==> src/hw/rtl/jsv_pkg.sv <==
// ============================================================================
// JSON string value decoder - shared package
// Result codes, decoder phases, character constants and the bundle type that
// carries the results of one text byte from the front part to the back part.
// ============================================================================
package jsv_pkg;

    // Kind codes of a result word.
    localparam logic [1:0] KIND_DATA   = 2'd0;
    localparam logic [1:0] KIND_CLOSED = 2'd1;
    localparam logic [1:0] KIND_NOTSTR = 2'd2;
    localparam logic [1:0] KIND_UNTERM = 2'd3;

    // Characters with a special meaning.
    localparam logic [7:0] CH_NUL    = 8'h00;
    localparam logic [7:0] CH_QUOTE  = 8'h22;
    localparam logic [7:0] CH_BSLASH = 8'h5C;
    localparam logic [7:0] CH_QMARK  = 8'h3F;
    localparam logic [7:0] CH_SPACE  = 8'h20;
    localparam logic [7:0] CH_TAB    = 8'h09;
    localparam logic [7:0] CH_CR     = 8'h0D;
    localparam logic [7:0] CH_BS     = 8'h08;
    localparam logic [7:0] CH_FF     = 8'h0C;
    localparam logic [7:0] CH_LF     = 8'h0A;
    localparam logic [7:0] CH_LOW_B  = 8'h62;
    localparam logic [7:0] CH_LOW_F  = 8'h66;
    localparam logic [7:0] CH_LOW_N  = 8'h6E;
    localparam logic [7:0] CH_LOW_R  = 8'h72;
    localparam logic [7:0] CH_LOW_T  = 8'h74;
    localparam logic [7:0] CH_LOW_U  = 8'h75;

    // Characters held after \u before they are dropped: the span of the
    // escape (five) less the 'u' and the character that does the drop.
    localparam int         HEX_SPAN  = 5;
    localparam logic [1:0] HOLD_FULL = 2'(HEX_SPAN - 2);
    localparam int         HOLD_MAX  = HEX_SPAN - 2;

    // Most results that one text byte can cause.
    localparam int RES_MAX = 4;

    // Default depth of the bundle queue.
    localparam int QUEUE_DEPTH_DEF = 2;

    typedef enum logic [3:0] {
        PH_WAIT = 4'b0001,
        PH_TEXT = 4'b0010,
        PH_ESC  = 4'b0100,
        PH_HOLD = 4'b1000
    } phase_t;

    typedef struct packed {
        logic [7:0] out_byte;
        logic [1:0] kind;
        logic       last;
    } res_t;

    typedef struct packed {
        logic [2:0]               cnt;
        res_t [RES_MAX-1:0]       ent;
    } bundle_t;

    function automatic logic [7:0] map_escape(input logic [7:0] c);
        logic [7:0] r;
        unique case (c)
            CH_LOW_B: r = CH_BS;
            CH_LOW_F: r = CH_FF;
            CH_LOW_N: r = CH_LF;
            CH_LOW_R: r = CH_CR;
            CH_LOW_T: r = CH_TAB;
            CH_LOW_U: r = CH_QMARK;
            default:  r = c;
        endcase
        return r;
    endfunction

    function automatic logic is_blank(input logic [7:0] c);
        return (c == CH_SPACE) || ((c >= CH_TAB) && (c <= CH_CR));
    endfunction

    function automatic res_t mk_res(input logic [7:0] b, input logic [1:0] k,
                                    input logic l);
        res_t r;
        r.out_byte = b;
        r.kind     = k;
        r.last     = l;
        return r;
    endfunction

endpackage

==> src/hw/rtl/jsv_in_if.sv <==
// ============================================================================
// JSON string value decoder - text input channel
// Valid/ready channel that carries one text byte and its end-of-text mark.
// ============================================================================
interface jsv_in_if;
    logic       valid;
    logic       ready;
    logic [7:0] text_byte;
    logic       end_of_text;

    modport source (output valid, output text_byte, output end_of_text, input ready);
    modport sink   (input valid, input text_byte, input end_of_text, output ready);
endinterface

==> src/hw/rtl/jsv_out_if.sv <==
// ============================================================================
// JSON string value decoder - result output channel
// Valid/ready channel that carries one decoded result word.
// ============================================================================
interface jsv_out_if;
    logic       valid;
    logic       ready;
    logic [7:0] out_byte;
    logic [1:0] kind;
    logic       last;

    modport source (output valid, output out_byte, output kind, output last, input ready);
    modport sink   (input valid, input out_byte, input kind, input last, output ready);
endinterface

==> src/hw/rtl/jsv_front.sv <==
// ============================================================================
// JSON string value decoder - front part
// Accepts text bytes, runs the string decoder and the closing-quote scan,
// and pushes the one to four results of a byte as one bundle.
// ============================================================================
module jsv_front import jsv_pkg::*;
(
    input  logic         clk,
    input  logic         rst_n,
    jsv_in_if.sink       text,
    input  logic         full,
    output logic         push,
    output bundle_t      bundle
);

    phase_t     phase_reg, phase_next;
    logic       cesc_reg, cesc_next;
    logic [1:0] hcnt_reg, hcnt_next;
    logic [7:0] held_reg [HOLD_MAX];
    logic       held_we;
    logic       accept;
    logic [7:0] c;
    logic       eot;
    bundle_t    bnd;

    assign text.ready = !full;
    assign accept     = text.valid && text.ready;
    assign c          = text.text_byte;
    assign eot        = text.end_of_text;
    assign bundle     = bnd;
    assign push       = accept && (bnd.cnt != 3'd0);

    always_comb
    begin
        phase_next = phase_reg;
        cesc_next  = cesc_reg;
        hcnt_next  = hcnt_reg;
        held_we    = 1'b0;
        bnd        = '0;

        if (phase_reg == PH_WAIT)
        begin
            if (c == CH_QUOTE)
            begin
                cesc_next = 1'b0;
                hcnt_next = 2'd0;
                if (eot)
                begin
                    bnd.ent[0] = mk_res(CH_NUL, KIND_UNTERM, 1'b1);
                    bnd.cnt    = 3'd1;
                end
                else
                begin
                    phase_next = PH_TEXT;
                end
            end
            else if ((c == CH_NUL) || !is_blank(c) || eot)
            begin
                bnd.ent[0] = mk_res(CH_NUL, KIND_NOTSTR, 1'b1);
                bnd.cnt    = 3'd1;
            end
        end
        else if (c == CH_NUL)
        begin
            bnd.ent[0] = mk_res(CH_NUL, KIND_UNTERM, 1'b1);
            bnd.cnt    = 3'd1;
            phase_next = PH_WAIT;
            cesc_next  = 1'b0;
            hcnt_next  = 2'd0;
        end
        else if (!cesc_reg && (c == CH_QUOTE))
        begin
            if (phase_reg == PH_ESC)
            begin
                bnd.ent[bnd.cnt[1:0]] = mk_res(CH_BSLASH, KIND_DATA, 1'b0);
                bnd.cnt = bnd.cnt + 3'd1;
            end
            else if ((phase_reg == PH_HOLD) && (hcnt_reg != 2'd0))
            begin
                // Held characters are decoded as plain text; a trailing
                // backslash stays literal.
                if ((held_reg[0] == CH_BSLASH) && (hcnt_reg > 2'd1))
                begin
                    bnd.ent[bnd.cnt[1:0]] = mk_res(map_escape(held_reg[1]), KIND_DATA, 1'b0);
                    bnd.cnt = bnd.cnt + 3'd1;
                    if (hcnt_reg > 2'd2)
                    begin
                        bnd.ent[bnd.cnt[1:0]] = mk_res(held_reg[2], KIND_DATA, 1'b0);
                        bnd.cnt = bnd.cnt + 3'd1;
                    end
                end
                else
                begin
                    bnd.ent[bnd.cnt[1:0]] = mk_res(held_reg[0], KIND_DATA, 1'b0);
                    bnd.cnt = bnd.cnt + 3'd1;
                    if (hcnt_reg > 2'd1)
                    begin
                        if ((held_reg[1] == CH_BSLASH) && (hcnt_reg > 2'd2))
                        begin
                            bnd.ent[bnd.cnt[1:0]] =
                                mk_res(map_escape(held_reg[2]), KIND_DATA, 1'b0);
                            bnd.cnt = bnd.cnt + 3'd1;
                        end
                        else
                        begin
                            bnd.ent[bnd.cnt[1:0]] = mk_res(held_reg[1], KIND_DATA, 1'b0);
                            bnd.cnt = bnd.cnt + 3'd1;
                            if (hcnt_reg > 2'd2)
                            begin
                                bnd.ent[bnd.cnt[1:0]] =
                                    mk_res(held_reg[2], KIND_DATA, 1'b0);
                                bnd.cnt = bnd.cnt + 3'd1;
                            end
                        end
                    end
                end
            end
            bnd.ent[bnd.cnt[1:0]] = mk_res(CH_NUL, KIND_CLOSED, 1'b1);
            bnd.cnt    = bnd.cnt + 3'd1;
            phase_next = PH_WAIT;
            cesc_next  = 1'b0;
            hcnt_next  = 2'd0;
        end
        else
        begin
            // Closing-quote scan: a backslash skips the next byte.
            if (cesc_reg)
                cesc_next = 1'b0;
            else if (c == CH_BSLASH)
                cesc_next = 1'b1;

            unique case (phase_reg)
                PH_ESC:
                begin
                    bnd.ent[0] = mk_res(map_escape(c), KIND_DATA, 1'b0);
                    bnd.cnt    = 3'd1;
                    hcnt_next  = 2'd0;
                    phase_next = (c == CH_LOW_U) ? PH_HOLD : PH_TEXT;
                end
                PH_HOLD:
                begin
                    if (hcnt_reg >= HOLD_FULL)
                    begin
                        hcnt_next  = 2'd0;
                        phase_next = PH_TEXT;
                    end
                    else
                    begin
                        held_we   = 1'b1;
                        hcnt_next = hcnt_reg + 2'd1;
                    end
                end
                default:
                begin
                    if (c == CH_BSLASH)
                    begin
                        phase_next = PH_ESC;
                    end
                    else
                    begin
                        bnd.ent[0] = mk_res(c, KIND_DATA, 1'b0);
                        bnd.cnt    = 3'd1;
                    end
                end
            endcase

            if (eot)
            begin
                bnd.ent[bnd.cnt[1:0]] = mk_res(CH_NUL, KIND_UNTERM, 1'b1);
                bnd.cnt    = bnd.cnt + 3'd1;
                phase_next = PH_WAIT;
                cesc_next  = 1'b0;
                hcnt_next  = 2'd0;
            end
        end
    end

    always_ff @(posedge clk or negedge rst_n)
    begin
        if (!rst_n)
        begin
            phase_reg <= PH_WAIT;
            cesc_reg  <= 1'b0;
            hcnt_reg  <= 2'd0;
        end
        else if (accept)
        begin
            phase_reg <= phase_next;
            cesc_reg  <= cesc_next;
            hcnt_reg  <= hcnt_next;
        end
    end

    always_ff @(posedge clk)
    begin
        if (accept && held_we)
            held_reg[hcnt_reg] <= c;
    end

`ifndef ASSERT_OFF
    a_hold_count: assert property (@(posedge clk) disable iff (!rst_n)
        (hcnt_reg != 2'd0) |-> (phase_reg == PH_HOLD))
        else $error("held count set outside the hold phase");

    a_wait_scan: assert property (@(posedge clk) disable iff (!rst_n)
        (phase_reg == PH_WAIT) |-> !cesc_reg)
        else $error("closing scan escape left set between strings");
`endif

endmodule

==> src/hw/rtl/jsv_fifo.sv <==
// ============================================================================
// JSON string value decoder - bundle queue
// Short first-in first-out queue of result bundles between front and back.
// ============================================================================
module jsv_fifo import jsv_pkg::*;
#(
    parameter int DEPTH = QUEUE_DEPTH_DEF
)
(
    input  logic    clk,
    input  logic    rst_n,
    input  logic    push,
    input  bundle_t push_data,
    output logic    full,
    input  logic    pop,
    output logic    head_valid,
    output bundle_t head
);

    localparam int PW = (DEPTH > 1) ? $clog2(DEPTH) : 1;
    localparam int CW = $clog2(DEPTH + 1);

    bundle_t        mem_reg [DEPTH];
    logic [PW-1:0]  wr_ptr_reg, rd_ptr_reg;
    logic [CW-1:0]  count_reg;

    assign full       = (count_reg == CW'(DEPTH));
    assign head_valid = (count_reg != '0);
    assign head       = mem_reg[rd_ptr_reg];

    function automatic logic [PW-1:0] bump(input logic [PW-1:0] p);
        return (p == PW'(DEPTH - 1)) ? '0 : p + PW'(1);
    endfunction

    always_ff @(posedge clk or negedge rst_n)
    begin
        if (!rst_n)
        begin
            wr_ptr_reg <= '0;
            rd_ptr_reg <= '0;
            count_reg  <= '0;
        end
        else
        begin
            if (push)
                wr_ptr_reg <= bump(wr_ptr_reg);
            if (pop)
                rd_ptr_reg <= bump(rd_ptr_reg);
            if (push && !pop)
                count_reg <= count_reg + CW'(1);
            else if (pop && !push)
                count_reg <= count_reg - CW'(1);
        end
    end

    always_ff @(posedge clk)
    begin
        if (push)
            mem_reg[wr_ptr_reg] <= push_data;
    end

`ifndef ASSERT_OFF
    a_no_overflow: assert property (@(posedge clk) disable iff (!rst_n)
        !(push && full && !pop))
        else $error("bundle queue written while full");

    a_no_underflow: assert property (@(posedge clk) disable iff (!rst_n)
        pop |-> head_valid)
        else $error("bundle queue read while empty");
`endif

endmodule

==> src/hw/rtl/jsv_back.sv <==
// ============================================================================
// JSON string value decoder - back part
// Walks the head bundle one result at a time into the output register.
// ============================================================================
module jsv_back import jsv_pkg::*;
(
    input  logic      clk,
    input  logic      rst_n,
    input  logic      head_valid,
    input  bundle_t   head,
    output logic      pop,
    jsv_out_if.source result
);

    logic [1:0] idx_reg;
    logic       out_valid_reg;
    res_t       out_reg;
    logic       fire;
    logic       at_end;

    assign fire   = head_valid && (!out_valid_reg || result.ready);
    assign at_end = ({1'b0, idx_reg} == (head.cnt - 3'd1));
    assign pop    = fire && at_end;

    assign result.valid    = out_valid_reg;
    assign result.out_byte = out_reg.out_byte;
    assign result.kind     = out_reg.kind;
    assign result.last     = out_reg.last;

    always_ff @(posedge clk or negedge rst_n)
    begin
        if (!rst_n)
        begin
            idx_reg       <= 2'd0;
            out_valid_reg <= 1'b0;
        end
        else
        begin
            if (fire)
                out_valid_reg <= 1'b1;
            else if (result.ready)
                out_valid_reg <= 1'b0;
            if (fire)
                idx_reg <= at_end ? 2'd0 : idx_reg + 2'd1;
        end
    end

    always_ff @(posedge clk)
    begin
        if (fire)
            out_reg <= head.ent[idx_reg];
    end

`ifndef ASSERT_OFF
    a_idx_range: assert property (@(posedge clk) disable iff (!rst_n)
        head_valid |-> ({1'b0, idx_reg} < head.cnt))
        else $error("result index beyond the bundle");

    a_final_last: assert property (@(posedge clk) disable iff (!rst_n)
        (result.valid && (result.kind != KIND_DATA)) |-> result.last)
        else $error("closing result without last");
`endif

endmodule

==> src/hw/rtl/json_string_value_decoder.sv <==
// ============================================================================
// JSON string value decoder - top level
// Decodes one JSON string value from a byte stream into its characters,
// followed by a closing, not-a-string or unterminated result word.
// ============================================================================
//
//   Channel   Dir   Word                                 Accepted when
//   -------   ---   ----------------------------------   -----------------------
//   text      in    text_byte[7:0], end_of_text          text.valid & text.ready
//   result    out   out_byte[7:0], kind[1:0], last        result.valid & result.ready
//
// The front part takes one text byte per cycle; its ready drops only when the
// bundle queue (QUEUE_DEPTH bundles) is full.
// The back part moves one result word per cycle from the queue head into the
// output register, unless the word waiting there has not yet been taken.
// A result word waits in the output register while new bytes are still taken.
// Reset is asynchronous and active low; it returns the decoder to waiting for
// an opening quote and empties the queue and the output register.
//
module json_string_value_decoder import jsv_pkg::*;
#(
    parameter int QUEUE_DEPTH = QUEUE_DEPTH_DEF
)
(
    input  logic       clk,
    input  logic       rst_n,
    jsv_in_if.sink     text,
    jsv_out_if.source  result
);

    // Bundles of results travel from the decoder front through a short queue,
    // so a stalled output does not stop the decoder at once.
    logic    push;
    logic    full;
    logic    pop;
    logic    head_valid;
    bundle_t push_data;
    bundle_t head;

    jsv_front u_front
    (
        .clk    (clk),
        .rst_n  (rst_n),
        .text   (text),
        .full   (full),
        .push   (push),
        .bundle (push_data)
    );

    jsv_fifo #(
        .DEPTH (QUEUE_DEPTH)
    ) u_fifo
    (
        .clk        (clk),
        .rst_n      (rst_n),
        .push       (push),
        .push_data  (push_data),
        .full       (full),
        .pop        (pop),
        .head_valid (head_valid),
        .head       (head)
    );

    jsv_back u_back
    (
        .clk        (clk),
        .rst_n      (rst_n),
        .head_valid (head_valid),
        .head       (head),
        .pop        (pop),
        .result     (result)
    );

endmodule
==> src/flat_wrapper.sv <==
// flat-port wrapper written by rule: the top's interface ports become plain ports
module json_string_value_decoder_flat import jsv_pkg::*;
#(
    parameter int QUEUE_DEPTH = QUEUE_DEPTH_DEF
)
  (clk, rst_n, text_valid, text_text_byte, text_end_of_text, text_ready, result_valid, result_out_byte, result_kind, result_last, result_ready);
  jsv_in_if text_i ();
  jsv_out_if result_i ();
  input  logic clk;
  input  logic rst_n;
  input wire logic [$bits(text_i.valid)-1:0] text_valid;
  input wire logic [$bits(text_i.text_byte)-1:0] text_text_byte;
  input wire logic [$bits(text_i.end_of_text)-1:0] text_end_of_text;
  output wire logic [$bits(text_i.ready)-1:0] text_ready;
  output wire logic [$bits(result_i.valid)-1:0] result_valid;
  output wire logic [$bits(result_i.out_byte)-1:0] result_out_byte;
  output wire logic [$bits(result_i.kind)-1:0] result_kind;
  output wire logic [$bits(result_i.last)-1:0] result_last;
  input wire logic [$bits(result_i.ready)-1:0] result_ready;
  assign text_i.valid = text_valid;
  assign text_i.text_byte = text_text_byte;
  assign text_i.end_of_text = text_end_of_text;
  assign text_ready = text_i.ready;
  assign result_valid = result_i.valid;
  assign result_out_byte = result_i.out_byte;
  assign result_kind = result_i.kind;
  assign result_last = result_i.last;
  assign result_i.ready = result_ready;
  json_string_value_decoder #(.QUEUE_DEPTH(QUEUE_DEPTH)) u_core (.clk(clk), .rst_n(rst_n), .text(text_i), .result(result_i));
endmodule
==> config.mk <==
export PLATFORM = sky130hd
export DESIGN_NAME = json_string_value_decoder_flat
export DESIGN_NICKNAME = d
export VERILOG_FILES = /design/src/hw/rtl/jsv_pkg.sv /design/src/hw/rtl/jsv_in_if.sv /design/src/hw/rtl/jsv_out_if.sv /design/src/hw/rtl/jsv_front.sv /design/src/hw/rtl/jsv_fifo.sv /design/src/hw/rtl/jsv_back.sv /design/src/hw/rtl/json_string_value_decoder.sv /design/src/flat_wrapper.sv
export SDC_FILE = /design/constraint.sdc
export NUM_CORES = 1
export LEC_CHECK = 0
export ABC_CLOCK_PERIOD_IN_PS = 5800
export BUFFER_PORTS_ARGS = -buffer_cell sky130_fd_sc_hd__buf_2
export CELL_PAD_IN_SITES_DETAIL_PLACEMENT = 1
export CELL_PAD_IN_SITES_GLOBAL_PLACEMENT = 1
export CORE_ASPECT_RATIO = 0.8
export CORE_UTILIZATION = 51
export DETAILED_ROUTE_END_ITERATION = 10
export PLACE_DENSITY = 0.77
export SLEW_MARGIN = 15
export SYNTH_ARGS = -nofsm -noshare
export SYNTH_HDL_FRONTEND = slang
export SYNTH_SLANG_ARGS = --single-unit
==> constraint.sdc <==
create_clock -name clk -period 5.8 [get_ports clk]
set_input_delay 0.58 -clock clk [delete_from_list [all_inputs] [get_ports clk]]
set_output_delay 0.58 -clock clk [all_outputs]
set_load 0.03 [all_outputs]
==> metrics.txt, run 1 <==
relative slew slack 22.3%; initial antenna violation count 0; Final Cycle Share 65.3%; setup TNS 0 ns; Comb power frac 28.6%; CP arrival 3.84 ns; mux cell area share after synthesis 6.69%; Num CTS Buffers 17; Post-synth EDFFs 101; Setup Skew 0.00806 ns; Layout Nets roughly 550; CP max stage delay 0.65 ns; post-synthesis sequential area ratio 55.5%; Tot GR Track Use about 29%; RSZ-0062 raised after global routing no; synth top area cells edfxtp_1 50%, dfrtp_1 5.3%, mux4_2 3.3%; first-pass GRT wire length between 20000 and 30000 µm; # placed instances 654; CP endpoint kind register; DRC viols 0; Psw 1.13 mW; drt wl/cell 24.5 µm; Clock Latency Late Sink 0.41 ns; Clk pwr share 33.0%; syn_area_per_cell 12.2 µm²; gpl congestion between 0.8 and 0.9; Netlist cell types 74; cells on worst reg2reg path 11; Compound-Gate Fraction of Synth Area 12.8%; CP max-delay cell nor4bb_1; worst-path cell chain nor4bb_1, a21boi_0, buf_4, a211oi_1, or2_2, ha_1, nand2b_1, mux2i_1, o2111a_1, nor3b_2, buf_4; DRT Pass-1 Iters 5; syn_nets 526; part of the power in registers a little under two fifths; number of cells on the critical path 11; largest net degree at the start of global routing 34; WP buf/inv 2; largest family of logic cells by synthesized area simple AND/OR/NAND/NOR gates; max reg flops 66; Final Non-Filler Cells 686; Main synth FF type edfxtp_1; Simple-Gate Fraction of Synth Area 17.5%; area of the multi-input gates 0.00253 mm²; I/O pin count 26; CP most frequent cell buf_4; status complete, no violations; final number of max-transition violations 0; clock-pin slew on the worst setup and hold paths 0.06 ns; Min Hold Slack roughly 0.067 ns; Leakage about 2.5 nW; top cell type's share of synthesized area 49.7%; Post-Synth Adder-Cell Area 2.67%; CP Launch Type register; Area Growth Syn to Fin 14.4%; Rows 35; synthesized flop and latch total 115; CTS resizes 0; GRT overflow 0; Worst EP required approximately 6 ns; Vias between 4k and 5k; Synth area leader edfxtp_1; vias in the first global route 4601; Netlist Area Pre-Place around 0.006 mm²; P_int 2.25 mW; Post-synth ARST share 12.2%; xor and xnor area share after synthesis under 10%; Initial Utilization 52.6%; hold_buf cts 0; CTS Root Cell clkbuf_16; count leader, synth edfxtp_1; Setup CP Type register to register; via/cell ratio 6.46; htree depth 4; switch share 33.5%; Final min period 3.79 ns; clock sinks 115; Longest Clk Path Bufs 2; fmax 264 MHz; die height 99.8 µm; Max Cap Viol 0; Fin. Hold Viols 0; CTS tree done; total routed wirelength between 15000 and 20000 µm; Antenna Cells 0; Fillers 1142; Die Area approximately 0.012 mm²; HP Class input pin to async pin; largest fanout on the critical path 33; port buffer count 25; Die X 124 µm; ANT nets after route 0; commonest cells in the netlist 101 x edfxtp_1, 26 x nand2_1, 23 x inv_1, 23 x nor2_1, 20 x clkbuf_1; Synth Instances 500; pwr dens just under 500 mW/mm²; yosys warns 0; share of cells above drive strength 1 18.4%; CORE AREA ~0.012 mm²; # setup viols final 0; Sequential cell area ~0.0034 mm²; post-CTS setup buffer count 0; hpwl dp 11500 µm; worst slew pin tran 1.16 ns; Max rail drop VDD 0.276 mV; DRT iter0 DRCs 382; Pwr Total 3.38 mW; CP delay by family, top simple AND/OR/NAND/NOR gates
## final timing paths
path / slack (ns) / to / from
max: 2.01 / u_core.u_fifo.mem_reg[1][20]$_DFFE_PP_ / u_core.u_front.held_reg[0][1]$_DFFE_PP_
min: 0.07 / u_core.u_back.idx_reg[1]$_DFFE_PN0P_ / rst_n
max reg2reg: 2.01 / u_core.u_fifo.mem_reg[1][20]$_DFFE_PP_ / u_core.u_front.held_reg[0][1]$_DFFE_PP_
min reg2reg: 0.55 / u_core.u_fifo.count_reg[1]$_DFFE_PN0P_ / u_core.u_fifo.count_reg[1]$_DFFE_PN0P_
max in group asynchronous: 5.42 / u_core.u_front.phase_reg[0]$_DFFE_PN1P_ / rst_n
min in group clk: 0.49 / u_core.u_front.held_reg[0][6]$_DFFE_PP_ / text_text_byte[6]
## metal layers
layer / vias up / global-route usage, % / share of wire, %
met5: - / 0 / 0
met4: 0 / 8.99 / 1.6
met3: 26 / 7.41 / 5.9
met2: 140 / 46.0 / 48
met1: 2257 / 38.6 / 45
li1: 2008 / - / -
## logic make-up (layout without fill, tap and decap cells)
family | Yosys count | in the layout
compound gates | 111 | 111
xor+xnor | 12 | 12
fa+ha+maj | 13 | 13
buf+inv | 47 | 85
flops | 115 | 115
mux | 29 | 29
simple gates | 173 | 173
## per-stage QoR
step | util (%) | setup slack [ns] | area, µm²
after global placement | 54.7 | 2.20 | 6350
final | 60.1 | 2.01 | 6980
after global routing | 60.1 | 1.68 | 6980
after detailed placement | 54.7 | 2.07 | 6350
after floorplan | - | 0.474 | 6100
after CTS | 60.1 | 2.03 | 6980
## layout make-up
type                    count  share of cell area, %
repair buffers             30                   2.33
clock inverters            14                   2.85
inverters                  23                   1.24
clock buffers              18                   6.15
flip-flops and latches    115                   48.5
well taps                 148                   2.65
multi-input cells         338                   36.3
## cells in the final DEF, fill, tap and decap left out, types with 5 or more instances in the layout
master / n
a211oi_1: 7
a21oi_1: 18
a31oi_1: 5
and2_1: 15
and3_1: 7
buf_2: 25
buf_4: 5
clkbuf_16: 17
dfrtp_1: 13
edfxtp_1: 101
ha_1: 13
inv_1: 23
mux2i_1: 16
mux4_2: 9
nand2_1: 26
nand2b_1: 9
nand3_1: 8
nand4_1: 10
nor2_1: 22
nor2b_1: 6
nor3_1: 10
nor4bb_1: 7
o211ai_1: 7
o21ai_0: 17
o22ai_1: 11
or2_2: 5
or3_1: 9
xnor2_1: 7
xor2_1: 5
## power groups by stage
stage / combinational (mW) / sequential, mW / clock (mW)
after detailed placement: 0.951 / 1.31 / 0
final: 0.965 / 1.30 / 1.12
after global placement: 0.900 / 1.29 / 0
after CTS: 0.971 / 1.30 / 1.13
after floorplan: 0.617 / 1.34 / 0
after global routing: 1.04 / 1.32 / 1.16
(Power assumes the default switching activity.)
==> run 2: changes to the inputs <==
--- a/config.mk
+++ b/config.mk
@@ -5,14 +5,14 @@
 export SDC_FILE = /design/constraint.sdc
 export NUM_CORES = 1
 export LEC_CHECK = 0
-export ABC_CLOCK_PERIOD_IN_PS = 5800
+export ABC_CLOCK_PERIOD_IN_PS = 3100
 export BUFFER_PORTS_ARGS = -buffer_cell sky130_fd_sc_hd__buf_2
 export CELL_PAD_IN_SITES_DETAIL_PLACEMENT = 1
 export CELL_PAD_IN_SITES_GLOBAL_PLACEMENT = 1
 export CORE_ASPECT_RATIO = 0.8
-export CORE_UTILIZATION = 51
+export CORE_UTILIZATION = 46
 export DETAILED_ROUTE_END_ITERATION = 10
-export PLACE_DENSITY = 0.77
+export PLACE_DENSITY = 0.73
 export SLEW_MARGIN = 15
 export SYNTH_ARGS = -nofsm -noshare
 export SYNTH_HDL_FRONTEND = slang
==> constraint.sdc (replaced) <==
create_clock -name clk -period 3.1 [get_ports clk]
set_input_delay 0.31 -clock clk [delete_from_list [all_inputs] [get_ports clk]]
set_output_delay 0.31 -clock clk [all_outputs]
set_load 0.03 [all_outputs]
==> run 2 against run 1 <==
  * The run now ends with negative setup slack left
  * Critical endpoint is now u_core.u_fifo.mem_reg[1][34]$_DFFE_PP_
  * Final cell count up 11%
  * Sequential cell count unchanged
  * Highest routed layer unchanged
  * Combinational power up 120%
==> metrics.txt, run 2 (synthesis results as in run 1) <==
failing checks negative setup slack; share of cells above drive strength 1 28.4% (was 18.4%); # placed instances 716 (was 654); first-pass GRT wire length 26800 µm (was 26600 µm); CP most frequent cell buf_4 (unchanged); CP Launch Type register (unchanged); Leakage 2.79 nW (was 2.48 nW); Comb power frac 32.7% (was 28.6%); HP Class input pin to register (was input pin to async pin); via/cell ratio 6.22 (was 6.46); CTS Root Cell clkbuf_16 (unchanged); fmax 321 MHz (was 264 MHz); ANT nets after route 0 (unchanged); final number of max-transition violations 0 (unchanged); commonest cells after routing, fill and taps aside 101 x edfxtp_1, 41 x buf_4, 26 x nand2_1 (was 101 x edfxtp_1, 26 x nand2_1, 25 x buf_2); switch share 34.0% (was 33.5%); CP max-delay cell edfxtp_1 (was nor4bb_1); largest net degree at the start of global routing 34 (unchanged); CP max stage delay 0.44 ns (was 0.65 ns); Clock Latency Late Sink 0.43 ns (was 0.41 ns); total routed wirelength 18200 µm (was 16800 µm); Setup Skew 0.00766 ns (was 0.00806 ns); CP arrival 3.26 ns (was 3.84 ns); DRC viols 0 (unchanged); relative slew slack 45.0% (was 22.3%); worst slew pin tran 0.825 ns (was 1.16 ns); Min Hold Slack 0.197 ns (was 0.0673 ns); die height 105 µm (was 99.8 µm); P_int 4.36 mW (was 2.25 mW); Initial Utilization 47.2% (was 52.6%); CP delay by family, top buffers and inverters (was simple AND/OR/NAND/NOR gates); Area Growth Syn to Fin 25.4% (was 14.4%); I/O pin count 26 (unchanged); Num CTS Buffers 17 (unchanged); port buffer count 25 (unchanged); commonest non-fill, non-tap cell in the layout edfxtp_1 (unchanged); Fin. Hold Viols 0 (unchanged); Layout Nets 597 (was 551); Final min period 3.11 ns (was 3.79 ns); WP buf/inv 5 (was 2); gpl congestion 0.870 (was 0.845); Final Cycle Share 100% (was 65.3%); drt wl/cell 24.0 µm (was 24.5 µm); CTS tree done (unchanged); Setup CP Type register to register (unchanged); DRT iter0 DRCs 364 (was 382); Die X 131 µm (was 124 µm); Die Area 0.0137 mm² (was 0.0124 mm²); Max rail drop VDD 0.433 mV (was 0.276 mV); GRT overflow 0 (unchanged); htree depth 4 (unchanged); clock-pin slew on the worst setup and hold paths 0.06 ns (about the same); initial antenna violation count 0 (unchanged); hpwl dp 11800 µm (was 11500 µm); max reg flops 66 (unchanged); Vias 4725 (was 4431); Tot GR Track Use 27.0% (was 28.7%); Psw 2.25 mW (was 1.13 mW); worst-path cell chain nor4bb_4, buf_4, nand3_4, o211ai_1, buf_4, ha_4, nand2b_4, mux2i_4, o2111a_2, buf_6, nor3b_4, buf_12, clkbuf_16 (was nor4bb_1, a21boi_0, buf_4, a211oi_1, or2_2, ha_1, nand2b_1, mux2i_1, o2111a_1, nor3b_2, buf_4); CP endpoint kind register (unchanged); RSZ-0062 raised after global routing yes (was no); Longest Clk Path Bufs 2 (unchanged); DRT Pass-1 Iters 5 (unchanged); part of the power in registers 36.3% (was 38.4%); Worst EP required 3.24 ns (was 5.85 ns); vias in the first global route 4737 (was 4601); CORE AREA 0.0129 mm² (was 0.0116 mm²); status finished with violations (was complete, no violations); # setup viols final 16 (was 0); clock sinks 115 (unchanged); largest fanout on the critical path 8 (was 33); pwr dens 863 mW/mm² (was 484 mW/mm²); Max Cap Viol 0 (unchanged); slack of the critical path -0.0131 ns (was 2.01 ns); Rows 37 (was 35); Final Non-Filler Cells 760 (was 686); Clk pwr share 31.0% (was 33.0%)
==> run 2: final cells by class <==
type | count | area (µm²)
fillers | 1263 | 5270
flip-flops and latches | 115 | 3390
multi-input cells | 338 | 2730
repair buffers | 76 | 624
clock buffers | 17 | 425
well taps | 175 | 219
clock inverters | 15 | 179
inverters | 23 | 86.3
diodes | 1 | 2.50
==> run 2: worst register-to-register path, stage by stage, from the launching register on <==
cell and delay [ns]:
edfxtp_1 0.44, nor4bb_4 0.40, buf_4 0.19, nand3_4 0.08, o211ai_1 0.32, buf_4 0.19
ha_4 0.21, nand2b_4 0.07, mux2i_4 0.07, o2111a_2 0.18, buf_6 0.13, nor3b_4 0.22
buf_12 0.17, clkbuf_16 0.16
==> run 2: worst paths after layout <==
kind / from / to / slack (ns) / depth (start not counted)
worst max-delay path: u_core.u_front.held_reg[0][0]$_DFFE_PP_ / u_core.u_fifo.mem_reg[1][34]$_DFFE_PP_ / -0.01 / 13
worst min-delay path: text_text_byte[6] / u_core.u_front.held_reg[1][6]$_DFFE_PP_ / 0.20 / 1
worst max register to register: u_core.u_front.held_reg[0][0]$_DFFE_PP_ / u_core.u_fifo.mem_reg[1][34]$_DFFE_PP_ / -0.01 / 13
worst min register to register: u_core.u_fifo.count_reg[1]$_DFFE_PN0P_ / u_core.u_fifo.count_reg[1]$_DFFE_PN0P_ / 0.50 / 1
max in group asynchronous: rst_n / u_core.u_front.phase_reg[0]$_DFFE_PN1P_ / 2.47 / 2
min in group asynchronous: rst_n / u_core.u_back.idx_reg[0]$_DFFE_PN0P_ / 0.33 / 2
==> run 2: metrics by stage <==
step                      power (mW)  cell area [µm²]  util, %  setup WS [ns]  setup TNS, ns
after floorplan                 3.69             6210        -         -0.233         -14.77
after global placement          4.28             6770     52.4         0.0808              0
after detailed placement        4.37             6770     52.4         0.0134              0
after CTS                       6.45             7390     57.2         0.0102              0
after global routing            6.86             7650     59.2         -0.106          -4.33
final                           6.60             7650     59.2        -0.0131         -0.135
==> run 2: power by group through the flow <==
stage	sequential, mW	clock [mW]	combinational (mW)
6_report	2.40	2.05	2.16
5_1_grt	2.45	2.12	2.30
4_1_cts	2.40	2.06	1.99
3_5_place_dp	2.42	0	1.95
3_3_place_gp	2.38	0	1.89
2_1_floorplan	2.50	0	1.19
==> run 2: layer usage <==
metal | up-vias | share of wire (%) | wire, µm | GRT usage [%]
li1 | 2098 | - | - | -
met1 | 2429 | 44 | 8050 | 36.1
met3 | 48 | 4.3 | 779 | 5.89
met2 | 150 | 49 | 8910 | 42.2
met4 | 0 | 2.7 | 501 | 11.1
met5 | - | 0 | 0 | 0
==> run 2: repair_timing <==
item	in CTS	in global routing
gates cloned	0	4
pin swaps	0	9
hold endpoints to repair	13	0
resized for setup	1	22
setup buffers	0	6
hold buffers	1	0
endpoints found under the setup margin	2	90
